<file path="config.mk">
export PLATFORM = sky130hd
export DESIGN_NAME = lrpa_ctrl
export DESIGN_NICKNAME = d
export VERILOG_FILES = /design/src/rtl/lrpa_pkg.sv /design/src/rtl/lrpa_ctrl.sv
export VERILOG_INCLUDE_DIRS = /design/src /design/src/rtl
export SDC_FILE = /design/constraint.sdc
export NUM_CORES = 1
export LEC_CHECK = 0
export BUFFER_PORTS_ARGS = -buffer_cell sky130_fd_sc_hd__buf_4
export CORE_AREA = 2 2 39 41
export DETAILED_ROUTE_END_ITERATION = 12
export DIE_AREA = 0 0 41 43
export SLEW_MARGIN = 20
export SYNTH_ARGS = -nofsm -noshare
export SYNTH_HDL_FRONTEND = slang
export SYNTH_SLANG_ARGS = --single-unit
export TNS_END_PERCENT = 10
</file>
<file path="constraint.sdc">
create_clock -name clk -period 2 [get_ports clk]
set_input_delay 0.1 -clock clk [delete_from_list [all_inputs] [get_ports clk]]
set_output_delay 0.1 -clock clk [all_outputs]
set_load 0.1 [all_outputs]
</file>
<file path="src/rtl/linear_resampler_with_peak_agc_top_assert.svh">
// ----------------------------------------------------------------------------
// Assertion macros for the linear resampler with peak AGC
// Clocked on clk, disabled while rst_n is low.
// ----------------------------------------------------------------------------
`ifndef LINEAR_RESAMPLER_WITH_PEAK_AGC_TOP_ASSERT_SVH
`define LINEAR_RESAMPLER_WITH_PEAK_AGC_TOP_ASSERT_SVH
`ifndef SYNTHESIS
`define LRPA_ASSERT_IMPLY(lbl, ante, cons) \
  lbl: assert property (@(posedge clk) disable iff (!rst_n) (ante) |-> (cons)) \
    else $error("lrpa assertion failed");
`define LRPA_ASSERT_NEXT(lbl, ante, cons) \
  lbl: assert property (@(posedge clk) disable iff (!rst_n) (ante) |=> (cons)) \
    else $error("lrpa assertion failed");
`else
`define LRPA_ASSERT_IMPLY(lbl, ante, cons)
`define LRPA_ASSERT_NEXT(lbl, ante, cons)
`endif
`endif

</file>
<file path="src/rtl/lrpa_pkg.sv">
// ----------------------------------------------------------------------------
// lrpa_pkg
// Types and constants shared by the resampler/AGC controller and datapath.
// ----------------------------------------------------------------------------
`timescale 1ns / 1ps
package lrpa_pkg;

  localparam int SMP_W     = 16;
  localparam int RES_W     = 12;  // phase residual
  localparam int WT_W      = 13;  // interpolation weight, up to OUT_BLOCK
  localparam int PROD_W    = 30;  // sample times weight
  localparam int WIN_W     = 20;
  localparam int GAIN_W    = 24;
  localparam int PEAK_W    = 17;
  localparam int DVD_W     = 40;  // divider dividend / quotient
  localparam int DVS_W     = 17;  // divider divisor / remainder
  localparam int SQ_W      = 32;
  localparam int CFG_IDX_W = 2;

  localparam logic [CFG_IDX_W-1:0] REG_AGC_WINDOW = 2'd0;
  localparam logic [CFG_IDX_W-1:0] REG_GAIN_NUM   = 2'd1;
  localparam logic [CFG_IDX_W-1:0] REG_GAIN_FLOOR = 2'd2;

  localparam logic [WIN_W-1:0]  AGC_WINDOW_RST = 20'd96000;
  localparam logic [GAIN_W-1:0] GAIN_NUM_RST   = 24'd154202;
  localparam logic [GAIN_W-1:0] GAIN_FLOOR_RST = 24'd3277;
  localparam logic [GAIN_W-1:0] GAIN_AVG_RST   = 24'd65536;
  localparam logic [GAIN_W-1:0] GAIN_MAX       = 24'hFFFFFF;

  typedef enum logic [3:0] {
    ST_IDLE, ST_MUL, ST_DIVI, ST_WAITI, ST_DIVQ, ST_WAITQ, ST_SQR, ST_SQRT,
    ST_WAITS, ST_PEAK, ST_CHECK, ST_GDIV, ST_WAITG, ST_AVG, ST_WAITA, ST_EMIT
  } ctrl_state_t;

  typedef enum logic [3:0] {
    OP_NONE, OP_LOAD, OP_MUL, OP_DIVI, OP_DIVQ, OP_SQR, OP_SQRT, OP_PEAK,
    OP_CHECK, OP_GDIV, OP_AVG, OP_EMIT
  } dp_op_t;

  typedef enum logic [1:0] {DSEL_I, DSEL_Q, DSEL_G, DSEL_A} div_sel_t;

  typedef struct packed {
    dp_op_t op;
  } dp_cmd_t;

  typedef struct packed {
    logic have_prev;
    logic emit;
    logic div_done;
    logic sqrt_done;
    logic hit;
    logic peak_zero;
    logic out_free;
  } dp_stat_t;

endpackage

</file>
<file path="src/rtl/lrpa_ctrl.sv">
// ----------------------------------------------------------------------------
// lrpa_ctrl
// Sequencer for one sample: interpolate, magnitude, peak, gain update, output.
// ----------------------------------------------------------------------------
`timescale 1ns / 1ps
`include "linear_resampler_with_peak_agc_top_assert.svh"
module lrpa_ctrl (
  input  logic                 clk,
  input  logic                 rst_n,
  input  logic                 in_tvalid,
  output logic                 in_tready,
  input  lrpa_pkg::dp_stat_t   stat,
  output lrpa_pkg::dp_cmd_t    cmd
);

  lrpa_pkg::ctrl_state_t state_r, state_nxt;

  always_ff @(posedge clk) begin
    if (!rst_n) begin
      state_r <= lrpa_pkg::ST_IDLE;
    end else begin
      state_r <= state_nxt;
    end
  end

  always_comb begin
    state_nxt = state_r;
    case (state_r)
      lrpa_pkg::ST_IDLE: begin
        if (in_tvalid && stat.have_prev && stat.emit) begin
          state_nxt = lrpa_pkg::ST_MUL;
        end
      end
      lrpa_pkg::ST_MUL:   state_nxt = lrpa_pkg::ST_DIVI;
      lrpa_pkg::ST_DIVI:  state_nxt = lrpa_pkg::ST_WAITI;
      lrpa_pkg::ST_WAITI: if (stat.div_done) state_nxt = lrpa_pkg::ST_DIVQ;
      lrpa_pkg::ST_DIVQ:  state_nxt = lrpa_pkg::ST_WAITQ;
      lrpa_pkg::ST_WAITQ: if (stat.div_done) state_nxt = lrpa_pkg::ST_SQR;
      lrpa_pkg::ST_SQR:   state_nxt = lrpa_pkg::ST_SQRT;
      lrpa_pkg::ST_SQRT:  state_nxt = lrpa_pkg::ST_WAITS;
      lrpa_pkg::ST_WAITS: if (stat.sqrt_done) state_nxt = lrpa_pkg::ST_PEAK;
      lrpa_pkg::ST_PEAK:  state_nxt = lrpa_pkg::ST_CHECK;
      lrpa_pkg::ST_CHECK: begin
        if (!stat.hit) begin
          state_nxt = lrpa_pkg::ST_EMIT;
        end else if (stat.peak_zero) begin
          state_nxt = lrpa_pkg::ST_AVG;
        end else begin
          state_nxt = lrpa_pkg::ST_GDIV;
        end
      end
      lrpa_pkg::ST_GDIV:  state_nxt = lrpa_pkg::ST_WAITG;
      lrpa_pkg::ST_WAITG: if (stat.div_done) state_nxt = lrpa_pkg::ST_AVG;
      lrpa_pkg::ST_AVG:   state_nxt = lrpa_pkg::ST_WAITA;
      lrpa_pkg::ST_WAITA: if (stat.div_done) state_nxt = lrpa_pkg::ST_EMIT;
      lrpa_pkg::ST_EMIT:  if (stat.out_free) state_nxt = lrpa_pkg::ST_IDLE;
      default:            state_nxt = lrpa_pkg::ST_IDLE;
    endcase
  end

  always_comb begin
    in_tready = 1'b0;
    cmd.op    = lrpa_pkg::OP_NONE;
    case (state_r)
      lrpa_pkg::ST_IDLE: begin
        in_tready = 1'b1;
        if (in_tvalid) begin
          cmd.op = lrpa_pkg::OP_LOAD;
        end
      end
      lrpa_pkg::ST_MUL:   cmd.op = lrpa_pkg::OP_MUL;
      lrpa_pkg::ST_DIVI:  cmd.op = lrpa_pkg::OP_DIVI;
      lrpa_pkg::ST_DIVQ:  cmd.op = lrpa_pkg::OP_DIVQ;
      lrpa_pkg::ST_SQR:   cmd.op = lrpa_pkg::OP_SQR;
      lrpa_pkg::ST_SQRT:  cmd.op = lrpa_pkg::OP_SQRT;
      lrpa_pkg::ST_PEAK:  cmd.op = lrpa_pkg::OP_PEAK;
      lrpa_pkg::ST_CHECK: cmd.op = lrpa_pkg::OP_CHECK;
      lrpa_pkg::ST_GDIV:  cmd.op = lrpa_pkg::OP_GDIV;
      lrpa_pkg::ST_AVG:   cmd.op = lrpa_pkg::OP_AVG;
      lrpa_pkg::ST_EMIT:  if (stat.out_free) cmd.op = lrpa_pkg::OP_EMIT;
      default: ;
    endcase
  end

  `LRPA_ASSERT_NEXT(a_emit_to_idle, (state_r == lrpa_pkg::ST_EMIT) && stat.out_free, state_r == lrpa_pkg::ST_IDLE)

endmodule

</file>
; ---- Word level (Yosys, flattened, before mapping)
; Index checks and enable logic that the tools add are counted.
; Widths: inputs -> output; s select.
[word_totals]
word_cells = 41
in_bits = 10
ff_bits = 4
[classes]
n_eq_ne = 22
mux = 14
n_reduce_logical = 4
[ops]
columns = op, count
row1 = $pmux 4 s16, 1
row2 = $pmux 4 s11, 1
row3 = $eq 4x4->1 const B, 8
row4 = $mux 4, 8
row5 = $eq 4x3->1 const B, 4
row6 = $ne 2x2->1 const B, 7
row7 = $eq 4x2->1 const B, 2
row8 = $reduce_and 7->1, 1
row9 = $mux 3, 2
row10 = $eq 4x1->1 const B, 1
row11 = $logic_not 4->1, 1
row12 = $logic_and 1x1->1, 2
row13 = $mux 1, 2

; ---- Depth between registers and ports, before layout
; Gate-level depths: netlist of the first run.
[logic_depth]
depth_word = 4
ltp_mapped = 6
depth_no_buf = 4

; ---- Worst setup path after synthesis of the first run
; Ideal clock, no wire load.
[synth_timing]
kind = reg-to-reg
from = register state_r[2]
to = register state_r[0]
path_buffers = 1
required_ps = 1928
period_less_slack_ps = 4291
t_arrival_ps = 4220
stages_incl_launch_ff = 6
slack_ps = -2291
path_cell_list = dfxtp_1 -> buf_6 -> nor4_1 -> a22o_1 -> or3_4 -> mux2i_1
[synth_between]
elab_chain_len = 3
word_cells_on_any_way = 25
classes_between = eq/ne: 22 / mux: 1 / reduce/logical: 2
[synth_rtl]
columns = item, line
row1 = start: declaration, lrpa_ctrl.sv:16  ; lrpa_pkg::ctrl_state_t state_r, state_nxt;
row2 = start signal: assignment, lrpa_ctrl.sv:20  ; state_r <= lrpa_pkg::ST_IDLE;
row3 = start signal: assignment, lrpa_ctrl.sv:22  ; state_r <= state_nxt;
row4 = $eq 4x2->1 (tied with other cells), lrpa_ctrl.sv:28  ; case (state_r)
row5 = $ne 2x2->1 (no source line), n/a
row6 = $reduce_and 7->1 (no source line), n/a
; Parallel ways exist; a longest one is shown, timed or not.
; A chain may end at the register's enable or synchronous reset.

==> Flow_metrics.wiki, run 1 <==
{| class="wikitable"
! Metric !! Value
|-
| Crit path arrival time || 1.67 ns
|-
| Dpl cells || 85
|-
| Remaining design rule violation count || 0
|-
| Skew final || 0.00181 ns
|-
| TritonCTS buffer count || 3
|-
| Total cell area at the placement stage || 567 um2
|-
| Die height || 43 um
|-
| Data required time of the critical path || 1.90 ns
|-
| CTS Hold Buffers Added || 0
|-
| Port buffer count || 14
|-
| Post-CTS Repair Setup Buffers || 0
|-
| Die ar. || 0.00176 mm2
|-
| Slew at the pin with the worst max-slew slack || 0.555 ns
|-
| Share of layout cells above drive strength 1 || 37.5%
|-
| Pin count of the biggest net entering global routing || 18
|-
| Tot GR Track Use || 14.3%
|-
| Max transition margin || 63.0%
|-
| Power per cell area || 1240 mW/mm2
|-
| Class of the tightest hold or removal check || in2reg
|-
| Via/cell ratio || 5.41
|-
| First-pass GRT wire length || 1.70 mm
|-
| Clock latency reported for the late side of the worst-skew pair || 0.24 ns
|-
| Cells after synthesis || 59
|-
| Cell taking the most area after synthesis || dfxtp_1
|-
| Register bit total from synthesis || 4
|-
| Max-cap check violation count || 0
|-
| Final count of negative-setup-slack endpoints || 0
|-
| Cell area after synthesis || 454 um2
|-
| Hold violation count in the final report || 0
|-
| Count of cell types in the netlist || 34
|-
| Sequential element share of the synthesized area || 17.6%
|-
| Number of routed nets with antenna violations || 0
|-
| Slew Limit Fails || 0
|-
| Sort of element at the end of the critical path || primary output
|-
| Clock tree from TritonCTS || yes
|-
| Placeable Area || 0.00138 mm2
|-
| CTS H-tree depth || 1
|-
| Synthesis-to-finish area growth || 29.8%
|-
| Number of clock sinks || 4
|-
| Site row count || 14
|-
| Number of placed I/O pins || 15
|-
| Clk pin slew, worst setup/hold paths || 0.04 ns
|-
| Detailed-route via count || 476
|-
| Category of the critical setup timing path || reg2out
|-
| Portion of the clock cycle consumed by the worst path in the final layout || 88.5%
|-
| Outcome || complete, no violations
|-
| Number of nets in the finished design || 84
|-
| Number of warning messages in the yosys log || 0
|-
| Largest register FFs || 4
|-
| Clock period minus final worst setup slack || 1.77 ns
|-
| Half-perimeter wire length after detailed placement || 777 um
|-
| Biggest register || state_r
|-
| Ant diodes || 0
|-
| Clock tree buffer depth || 2
|-
| Share of the synthesized area in the top cell type || 17.6%
|-
| Static leakage || 0.229 nW
|-
| Cells resized by post-CTS repair || 0
|-
| Post-route cell area || 589 um2
|-
| Fill cells || 150
|-
| Starting utilization of the core area || 32.8%
|-
| Router iterations before antenna repair || 4
|-
| Largest vdd supply drop || 693 uV
|-
| Unrepaired setup endpoints after global routing || no
|-
| Kind of launch point of the worst setup path || flop
|-
| Largest registers || state_r (4)
|-
| DIE WIDTH || 41 um
|-
| DRT Wirelength || 1.04 mm
|-
| Net count of the mapped netlist || 69
|-
| Vias in the first global route || 409
|-
| Top cells by area in the synthesized netlist || dfxtp_1 18%, buf_6 7.4%, mux2i_1 6.6%
|-
| Timing-limited maximum frequency || 565 MHz
|-
| CP Max Fanout || 17
|-
| Average cell area after synthesis || 7.70 um2
|-
| Global-route congestion overflow total || 0
|-
| GP Congestion || 0.722
|-
| Number of design-rule violations left by the first detailed-router iteration || 15
|-
| Clk Tree Root Cell || clkbuf_4
|-
| Per-cell routed wire length || 11.8 um
|-
| Initial antenna violation count || 0
|-
| Cell Count, Final, Fillers Out || 88
|}
-- metrics by stage --
step	hold WS [ns]	total power [mW]	utilization (%)	worst slack, ns	TNS, ns
floorplan	0.233	0.565	-	-0.335	-1.32
global placement	0.385	0.636	41.0	0.359	0
detailed placement	0.376	0.633	41.0	0.322	0
CTS	0.134	0.738	42.6	0.211	0
global route	0.148	0.773	42.6	0.0738	0
finish	0.141	0.729	42.6	0.229	0
-- synth_stat cells --
cell / number
o211a_1: 1
nand2_1: 8
a211oi_2: 1
or3b_1: 1
nor3b_1: 1
nor2_1: 3
and2_1: 1
a22o_1: 1
or2b_2: 1
a21oi_1: 3
nand3_1: 3
or4_1: 1
nand4b_1: 1
o41ai_1: 1
or3_4: 1
nand2b_1: 2
or2b_1: 1
a41oi_1: 1
clkbuf_1: 1
o211ai_1: 1
and2b_2: 1
and3b_1: 1
dfxtp_1: 4
o21ai_1: 1
buf_4: 1
nor4_1: 2
buf_6: 3
or3b_2: 1
a21boi_0: 1
mux2i_1: 3
o21ai_0: 2
o22ai_1: 2
a21boi_2: 1
inv_1: 2
-- where the power goes --
group          internal (mW)  switching [mW]
registers             0.0941          0.0412
logic                  0.155           0.338
clock network         0.0671          0.0330
-- worst max-delay path, cell delays in order, from the launching register on --
cell     delay, ns
dfxtp_1       0.66
mux2i_1       0.14
nor2_1        0.11
a21oi_1       0.06
mux2i_2       0.15
buf_4         0.31
-- logic make-up after synthesis --
logic type | share of synthesized area, %
buf+inv | 11.6
compound gates | 25.9
mux | 6.61
flops | 17.6
simple gates | 38.3
-- path summary, 6_finish.rpt --
kind | start | to | slack (ns) | cells past startpoint
max | state_r[3] | cmd[1] | 0.23 | 5
min | rst_n | state_r[3] | 0.14 | 2
max reg2reg | state_r[3] | state_r[0] | 0.33 | 4
min reg2reg | state_r[1] | state_r[1] | 0.68 | 2
-- layer usage --
layer / track usage [%] / part of all wire (%) / vias up
li1: - / - / 246
met1: 18.3 / 42 / 215
met2: 20.0 / 50 / 13
met3: 4.71 / 6.2 / 2
met4: 8.00 / 1.3 / 0
met5: 0 / 0 / -
-- layout make-up --
type	instances	area, um2	area share, %
well taps	16	20.0	3.40
clock buffers	3	22.5	3.82
repair buffers	15	113	19.1
inverters	2	7.51	1.27
flip-flops and latches	4	80.1	13.6
multi-input cells	48	347	58.8
-- cells in the final DEF (no fill, tap or decap), types with 2 or more instances in the layout --
cell / Yosys / layout
buf_4: 1 / 15
a21oi_1: 3 / 3
nor2_1: 3 / 3
inv_1: 2 / 2
clkbuf_4: 0 / 3
nand2_1: 8 / 8
o21ai_1: 1 / 2
nand2b_1: 2 / 2
dfxtp_1: 4 / 4
nand3_1: 3 / 3
mux2i_1: 3 / 2
Note: power is estimated with default switching activity, not from simulation.
==> inputs of run 2 (changes only) <==
--- a/config.mk
+++ b/config.mk
@@ -10,6 +10,7 @@
 export CORE_AREA = 2 2 39 41
 export DETAILED_ROUTE_END_ITERATION = 12
 export DIE_AREA = 0 0 41 43
+export PLACE_DENSITY = 0.66
 export SLEW_MARGIN = 20
 export SYNTH_ARGS = -nofsm -noshare
 export SYNTH_HDL_FRONTEND = slang
==> constraint.sdc (replaced) <==
create_clock -name clk -period 2.12 [get_ports clk]
set_input_delay 0.106 -clock clk [delete_from_list [all_inputs] [get_ports clk]]
set_output_delay 0.106 -clock clk [all_outputs]
set_load 0.1 [all_outputs]
==> run 2 against run 1 <==
Via count down 4.8%. Routed wire length up 2.3%. Total power down 4.5%. Register-to-register slack better by 0.06 ns. Combinational power down 5.9%. Critical path depth unchanged. Sequential cell count unchanged. Final cell count unchanged. Count of clock-buffer cells in the layout unchanged. Design area down 1.1%. Sequential power down 3%. Critical path type unchanged. Critical endpoint unchanged.
==> Flow_metrics.wiki, run 2 (synthesis results as in run 1) <==
{| class="wikitable"
! Metric !! Value
|-
| TritonCTS buffer count || 3 (unchanged)
|-
| Total area of multi-input combinational cells || 340 um2 (was 347 um2)
|-
| Number of routed nets with antenna violations || 0 (unchanged)
|-
| Leading cell type in the layout, fill and taps excluded || buf_4 (unchanged)
|-
| Post-CTS Repair Setup Buffers || 0 (unchanged)
|-
| Per-cell routed wire length || 12.1 um (was 11.8 um)
|-
| Largest register FFs || 4 (unchanged)
|-
| Clock latency reported for the late side of the worst-skew pair || 0.24 ns (about the same)
|-
| Crit path arrival time || 1.68 ns (was 1.67 ns)
|-
| Portion of total power attributed to sequential cells || 18.8% (was 18.6%)
|-
| Biggest register || state_r (unchanged)
|-
| Initial antenna violation count || 0 (unchanged)
|-
| Ant diodes || 0 (unchanged)
|-
| Share of the core filled with cells || 42.1% (was 42.6%)
|-
| Sort of element at the end of the critical path || primary output (unchanged)
|-
| Detailed-route via count || 453 (was 476)
|-
| Data required time of the critical path || 2.01 ns (was 1.90 ns)
|-
| GP Congestion || 0.814 (was 0.722)
|-
| Synthesis-to-finish area growth || 28.4% (was 29.8%)
|-
| Power per cell area || 1190 mW/mm2 (was 1240 mW/mm2)
|-
| Skew final || 0.00541 ns (was 0.00181 ns)
|-
| Class of the tightest hold or removal check || in2reg (unchanged)
|-
| Starting utilization of the core area || 32.8% (unchanged)
|-
| List of cells traversed by the critical path || mux2i_1 > nor2_1 > a21oi_1 > mux2i_2 > buf_4 (unchanged)
|-
| Slew at the pin with the worst max-slew slack || 0.547 ns (was 0.555 ns)
|-
| Final count of negative-setup-slack endpoints || 0 (unchanged)
|-
| Static leakage || 0.227 nW (was 0.229 nW)
|-
| Tot GR Track Use || 13.1% (was 14.3%)
|-
| Largest registers || state_r (4) (unchanged)
|-
| DIE WIDTH || 41 um (unchanged)
|-
| Die height || 43 um (unchanged)
|-
| Unrepaired setup endpoints after global routing || no (unchanged)
|-
| Kind of launch point of the worst setup path || flop (unchanged)
|-
| Placeable Area || 0.00138 mm2 (unchanged)
|-
| Sw power || 0.397 mW (was 0.412 mW)
|-
| Hold_ws || 0.131 ns (was 0.141 ns)
|-
| Internal Pwr Total || 0.299 mW (was 0.317 mW)
|-
| Timing-limited maximum frequency || 559 MHz
|-
| Router iterations before antenna repair || 2 (was 4)
|-
| Number of placed I/O pins || 15 (unchanged)
|-
| Site row count || 14 (unchanged)
|-
| Vias in the first global route || 386 (was 409)
|-
| Cell family with the largest share of critical-path delay || flip-flops (unchanged)
|-
| Number of clock sinks || 4 (unchanged)
|-
| CP Max Fanout || 17 (unchanged)
|-
| Category of the critical setup timing path || reg2out (unchanged)
|-
| Clk Tree Root Cell || clkbuf_4 (unchanged)
|-
| Clk pin slew, worst setup/hold paths || 0.04 ns (about the same)
|-
| CTS Hold Buffers Added || 0 (unchanged)
|-
| Switching share of power || 57.1% (was 56.5%)
|-
| Commonest non-fill, non-tap cells in the layout || 15 x buf_4, 8 x nand2_1, 4 x dfxtp_1 (unchanged)
|-
| Final-layout setup total negative slack || 0 ns (unchanged)
|-
| Outcome || complete, no violations (unchanged)
|-
| CTS H-tree depth || 1 (unchanged)
|-
| Clock network fraction of total power || 14.6% (was 13.7%)
|-
| Max transition margin || 63.5% (was 63.0%)
|-
| Cells resized by post-CTS repair || 0 (unchanged)
|-
| Largest vdd supply drop || 418 uV (was 693 uV)
|-
| Logic gate share of total power || 66.7% (was 67.7%)
|-
| Fill cells || 153 (was 150)
|-
| Via/cell ratio || 5.15 (was 5.41)
|-
| Hold violation count in the final report || 0 (unchanged)
|-
| Highest cell delay on the worst timing path || 0.66 ns (about the same)
|-
| Die ar. || 0.00176 mm2 (unchanged)
|-
| Share of layout cells above drive strength 1 || 36.1% (was 37.5%)
|-
| Port buffer count || 14 (unchanged)
|-
| Footprint of the flip-flops and latches || 80.1 um2 (unchanged)
|-
| Slew Limit Fails || 0 (unchanged)
|-
| Global-route congestion overflow total || 0 (unchanged)
|-
| DRT Wirelength || 1.06 mm (was 1.04 mm)
|-
| Portion of the clock cycle consumed by the worst path in the final layout || 84.4%
|-
| Clock period minus final worst setup slack || 1.79 ns
|-
| Remaining design rule violation count || 0 (unchanged)
|-
| Number of nets in the finished design || 84 (unchanged)
|-
| First-pass GRT wire length || 1.56 mm (was 1.70 mm)
|-
| Half-perimeter wire length after detailed placement || 747 um (was 777 um)
|-
| Pin count of the biggest net entering global routing || 18 (unchanged)
|-
| Max-cap check violation count || 0 (unchanged)
|-
| Number of design-rule violations left by the first detailed-router iteration || 4 (was 15)
|-
| Critical-path cell with the highest stage delay || dfxtp_1 (unchanged)
|-
| Clock tree from TritonCTS || yes (unchanged)
|-
| Worst path bufs/invs || 1 (unchanged)
|-
| Clock tree buffer depth || 2 (unchanged)
|}
[run 2: cell types whose count changed in the layout (fill, tap and decap cells not counted)]
cell     delta
o22ai_1     +1
o22ai_2     -1
[run 2: through the flow]
step	setup WS, ns	cell area (um2)	std cells	power [mW]
finish	0.330	583	88	0.696
global route	0.213	583	88	0.733
CTS	0.311	583	88	0.697
detailed placement	0.438	561	85	0.595
global placement	0.446	561	85	0.592
floorplan	-0.283	473	59	0.531
[run 2: metal layers]
layer	global-route usage, %	part of all wire, %	wire length, um	up-vias
met4	4.00	0	0	0
met3	4.71	4.7	50	0
li1	-	-	-	245
met1	17.7	48	506	199
met2	18.8	48	505	9
met5	0	0	0	-
[run 2: worst paths after layout]
check | slack (ns) | startpoint | to | cells after the start
setup / recovery | 0.33 | state_r[3] | cmd[1] | 5
hold / removal | 0.13 | rst_n | state_r[3] | 2
setup reg to reg | 0.39 | state_r[0] | state_r[0] | 5
hold reg to reg | 0.69 | state_r[1] | state_r[1] | 2
[run 2: layout make-up]
type	instances	area share, %
well taps	16	3.43
clock buffers	3	3.86
flip-flops and latches	4	13.7
inverters	2	1.29
multi-input cells	48	58.4
repair buffers	15	19.3
[run 2: power by group through the flow]
stage,Clock [mW],Sequential [mW],Combinational [mW]
2_1_floorplan,0,0.0984,0.433
3_3_place_gp,0,0.130,0.463
3_5_place_dp,0,0.130,0.465
4_1_cts,0.102,0.129,0.466
5_1_grt,0.107,0.133,0.493
6_report,0.102,0.131,0.464
[run 2: worst register-to-register path: cells and delay by family (launching register included)]
family	cells	cell delay [ns]
buffers and inverters	1	0.22
multiplexers	1	0.16
AND/OR/NAND/NOR	2	0.69
flip-flops	1	0.40
AO/OA/AOI/OAI	1	0.19
